## config.mk

```make
export PLATFORM = sky130hd
export DESIGN_NAME = vwma_ctrl
export DESIGN_NICKNAME = d
export VERILOG_FILES = /design/src/rtl/vwma_pkg.sv /design/src/rtl/vwma_ctrl.sv
export SDC_FILE = /design/constraint.sdc
export NUM_CORES = 1
export LEC_CHECK = 0
export BUFFER_PORTS_ARGS = -buffer_cell sky130_fd_sc_hd__buf_2
export CORE_MARGIN = 2
export CORE_UTILIZATION = 30
export DETAILED_ROUTE_END_ITERATION = 12
export MAX_ROUTING_LAYER = met4
export PLACE_DENSITY = 0.47
export REMOVE_ABC_BUFFERS = 1
export SLEW_MARGIN = 20
export SYNTH_ARGS = -nofsm -noshare
export SYNTH_HDL_FRONTEND = slang
export SYNTH_SLANG_ARGS = --single-unit
```

## constraint.sdc

```tcl
create_clock -name aclk -period 1.9 [get_ports aclk]
set_input_delay 0.095 -clock aclk [delete_from_list [all_inputs] [get_ports aclk]]
set_output_delay 0.095 -clock aclk [all_outputs]
set_load 0.01 [all_outputs]
```

## src/rtl/vwma_pkg.sv

```systemverilog
// shared types and constants of the volume weighted moving average
`default_nettype none

package vwma_pkg;

    localparam int PRICE_W = 24;
    localparam int VOL_W   = 24;
    localparam int PROD_W  = PRICE_W + VOL_W;
    localparam int WSUM_W  = 56;
    localparam int VSUM_W  = 32;
    localparam int WLEN_W  = 9;
    localparam int QUOT_W  = 24;
    localparam int IN_W    = 48;
    localparam int OUT_W   = 24;
    localparam int USER_W  = 2;

    localparam logic [WLEN_W-1:0] WLEN_RESET = WLEN_W'(20);
    localparam logic [QUOT_W-1:0] QUOT_MAX   = '1;

    typedef struct packed {
        logic accept;
        logic mul_old;
        logic sub_old;
        logic add_new;
        logic div_init;
        logic div_step;
        logic load_out;
    } cmd_t;

    typedef struct packed {
        logic early;
    } sts_t;

endpackage

`default_nettype wire

```

## src/rtl/vwma_ctrl.sv

```systemverilog
// controller state machine: sequences update, divide and result handoff
`default_nettype none

module vwma_ctrl (
    input  wire              aclk,
    input  wire              aresetn,
    input  wire              s_tvalid,
    output logic             s_tready,
    output logic             m_tvalid,
    input  wire              m_tready,
    input  vwma_pkg::sts_t   sts,
    output vwma_pkg::cmd_t   cmd
);
    import vwma_pkg::*;

    localparam int CNT_W = $clog2(QUOT_W);
    localparam logic [CNT_W-1:0] DIV_LAST = CNT_W'(QUOT_W - 1);

    localparam logic [2:0] ST_IDLE = 3'd0;
    localparam logic [2:0] ST_MULO = 3'd1;
    localparam logic [2:0] ST_SUB  = 3'd2;
    localparam logic [2:0] ST_ADD  = 3'd3;
    localparam logic [2:0] ST_CHK  = 3'd4;
    localparam logic [2:0] ST_DIV  = 3'd5;
    localparam logic [2:0] ST_OUT  = 3'd6;

    logic [2:0]       state_reg, state_next;
    logic [CNT_W-1:0] cnt_reg, cnt_next;
    logic             mvalid_reg, mvalid_next;

    assign s_tready = (state_reg == ST_IDLE);
    assign m_tvalid = mvalid_reg;

    always_comb begin
        state_next   = state_reg;
        cnt_next     = cnt_reg;
        cmd          = '0;
        case (state_reg)
            ST_IDLE: begin
                if (s_tvalid) begin
                    cmd.accept = 1'b1;
                    state_next = ST_MULO;
                end
            end
            ST_MULO: begin
                cmd.mul_old = 1'b1;
                state_next  = ST_SUB;
            end
            ST_SUB: begin
                cmd.sub_old = 1'b1;
                state_next  = ST_ADD;
            end
            ST_ADD: begin
                cmd.add_new = 1'b1;
                state_next  = ST_CHK;
            end
            ST_CHK: begin
                cmd.div_init = 1'b1;
                cnt_next     = '0;
                state_next   = sts.early ? ST_OUT : ST_DIV;
            end
            ST_DIV: begin
                cmd.div_step = 1'b1;
                cnt_next     = cnt_reg + CNT_W'(1);
                if (cnt_reg == DIV_LAST) begin
                    state_next = ST_OUT;
                end
            end
            ST_OUT: begin
                if (!mvalid_reg || m_tready) begin
                    cmd.load_out = 1'b1;
                    state_next   = ST_IDLE;
                end
            end
            default: begin
                state_next = ST_IDLE;
            end
        endcase
    end

    always_comb begin
        if (cmd.load_out) begin
            mvalid_next = 1'b1;
        end else if (m_tready) begin
            mvalid_next = 1'b0;
        end else begin
            mvalid_next = mvalid_reg;
        end
    end

    always_ff @(posedge aclk) begin
        if (!aresetn) begin
            state_reg  <= ST_IDLE;
            cnt_reg    <= '0;
            mvalid_reg <= 1'b0;
        end else begin
            state_reg  <= state_next;
            cnt_reg    <= cnt_next;
            mvalid_reg <= mvalid_next;
        end
    end

endmodule

`default_nettype wire

```

==> results.yml <==
synth:
  synth_seq_cells: 9
  ys_warn_count: 0
  synth_cells: 63
  synth_ff_type: "dfxtp_1"
  syn_area_um2: 529.3
  syn_avg_cell_area_um2: 8.401
  ys_seq_area_share_pct: 34.04
  synth.distinct_cells: 30
  synthArstFlopShare_pct: 0
  synth-edff-count: 0
cts:
  cts_buffers: 3
  post-cts-setup-buffers: 0
  ctsHoldBuffers: 0
  htreeDepth: 1
  ctsResizeCount: 0
  clockBufferDepth: 2
  clock_latency_ps: 260
  cts-root-buf: "clkbuf_4"
  cts_tree: "yes"
  cts.sinks: 9
  clkTransAtPathRegs_ps: 60
final_layout:
  final_nets: 82
  fill_cells: 197
  finalCoreUtilization_pct: 36.22
  stdcell_area_um2: 611.8
  syn_to_final_growth_pct: 15.60
  drive_above_1_share_pct: 28.00
  largest_register_ffs: 5
  n_antenna_cell: 0
pwr:
  swShare_pct: 32.61
  switchingPower_uw: 168.1
  power_frac_clock_pct: 28.7
  p_leak_nw: 0.2718
  p_int_uw: 347.3
  combPwrFrac_pct: 24.4
  seq_power_share_pct: 46.9
  cellPowerDensity_nw_per_um2: 842.4
  irDropWorstVdd_mv: 0.3251
flow_run:
  maxCapViolations: 0
die:
  io_pins: 14
  initial_utilization_pct: 31.33
  chipWidth_um: 46
  placeableCoreArea_um2: 1689
  die_h_um: 46
  dieArea_um2: 2116
  row_count: 15
timing:
  final.setup.tns_ps: 0
  period_needed_ps: 1443
  fin_skew_ps: 4.407
  tightest_slew_ps: 378.9
  maxSlewHeadroom_pct: 74.71
  hold_viol_final: 0
  finalSetupViolations: 0
  report.final.slew_viol_count: 0
  rsz0062_at_grt: "no"
  clock.fmax_ghz: 0.6931
  fin_crit_sh_pct: 75.94
setup_path:
  cp-end-kind: "flip-flop"
  worstSetupStartpointType: "flip-flop"
  cp.arrival_ps: 1650
  critPathBufInv: 0
  critPathMaxStageDelay_ps: 550
  critical_path_class: "flip-flop to flip-flop"
  cp_max_fo: 12
  cp_top_family: "flip-flops"
  r2r_setup_slack_ps: 460
  required_ps: 2100
  crit_chain: "and3b_1, nand4_2, mux2_4, nor2_2"
  crit_slowest_cell: "dfxtp_1"
detailed_routing:
  route.detailed.drc: 0
  route.final.wire_length_um: 1001
  num_vias: 478
  first_iter_violations: 3
  wl_per_cell_um: 10.88
  first_pass_iters: 4
  ant_nets: 0
  via_per_inst: 5.196
global_routing:
  antenna_found_initial: 0
  grt_max_degree: 14
  grt_overflow: 0
  grt_usage_pct: 11.01
  grt_pass1_wl_um: 1559
  first_global_vias: 358
hold_path:
  hp-class: "primary input to flip-flop"
placed_design:
  portBuffers: 13
  gp_congestion: 0.7245
  post_dp_cell_area_um2: 585.6
  place_hpwl_um: 709
status:
  run_status: "complete, no violations"
worst paths after layout:
check	start	endpoint	cells after the start
max	state_reg[2]	cnt_reg[4]	4
min reg2reg	m_tvalid	m_tvalid	2
min	aresetn	state_reg[2]	2
max reg2reg	state_reg[2]	cnt_reg[4]	4
power groups by stage:
stage,Clock [mW],Sequential [mW],Combinational [mW]
after floorplan,0,0.235,0.0864
after global placement,0,0.243,0.130
after detailed placement,0,0.246,0.127
after CTS,0.152,0.241,0.127
after global routing,0.164,0.245,0.143
final,0.148,0.242,0.126
cell usage after synthesis, types with 2 or more instances:
cell,number,share of area [%]
nor3_1,2,1.9
nor3b_1,2,2.8
nor2_1,7,5.0
buf_4,2,2.8
dfxtp_1,9,34
nand3b_1,2,2.8
nand2_1,4,2.8
o21a_1,2,2.8
o21ai_0,3,2.8
buf_2,3,2.8
nor2b_1,2,2.4
a21oi_1,6,5.7
nand2b_1,2,2.4
worst reg2reg max path, cell delays in order, from the launching register on:
cell and delay, ps:
dfxtp_1 550, and3b_1 330, nand4_2 130, mux2_4 310, nor2_2 70
layout make-up:
class	instances	area, um^2	area share (%)
well taps	17	21.27	3.476
inverters	1	3.754	0.6135
flip-flops and latches	9	180.2	29.45
repair buffers	13	65.06	10.63
multi-input cells	48	315.3	51.53
clock buffers	4	26.28	4.294
per-stage QoR:
stage               setup slack [ps]  hold slack, ps  total power, mW  std cells
global placement               514.6           330.5           0.3725         88
finish                         457.2           63.06           0.5154         92
global route                   333.5           73.00           0.5529         92
detailed placement             485.4           334.0           0.3725         88
CTS                            452.6           65.43           0.5201         92
floorplan                      543.7           212.6           0.3211         58
kinds of logic (layout without fill, tap and decap cells):
| kind of cell | count (synthesis) | in the layout | share of synthesized area [%] |
|---|---|---|---|
| multiplexers | 2 | 2 | 4.727 |
| flip-flops | 9 | 9 | 34.04 |
| AND/OR/NAND/NOR | 31 | 31 | 35.94 |
| adder cells (fa/ha/maj) | 1 | 1 | 2.364 |
| AO/OA/AOI/OAI | 14 | 14 | 16.55 |
| buffers and inverters | 6 | 18 | 6.381 |
layer usage:
layer,global-route usage (%),vias to the layer above,share of wire [%]
li1,-,244,-
met1,14.73,223,48
met2,13.06,9,47
met3,3.571,2,3.2
met4,8.571,0,1.9
met5,-,-,0
cell usage in the layout, fill, tap and decap left out, types with 2 or more instances in the layout:
master / count
nand2_1: 4
a21oi_1: 6
nor2_1: 7
dfxtp_1: 9
nor2b_1: 2
nand3b_1: 2
buf_2: 13
o21ai_0: 3
nor3b_1: 2
nor3_1: 2
o21a_1: 2
clkbuf_4: 3
nand2b_1: 2
Power figures use the tool's default switching activity.
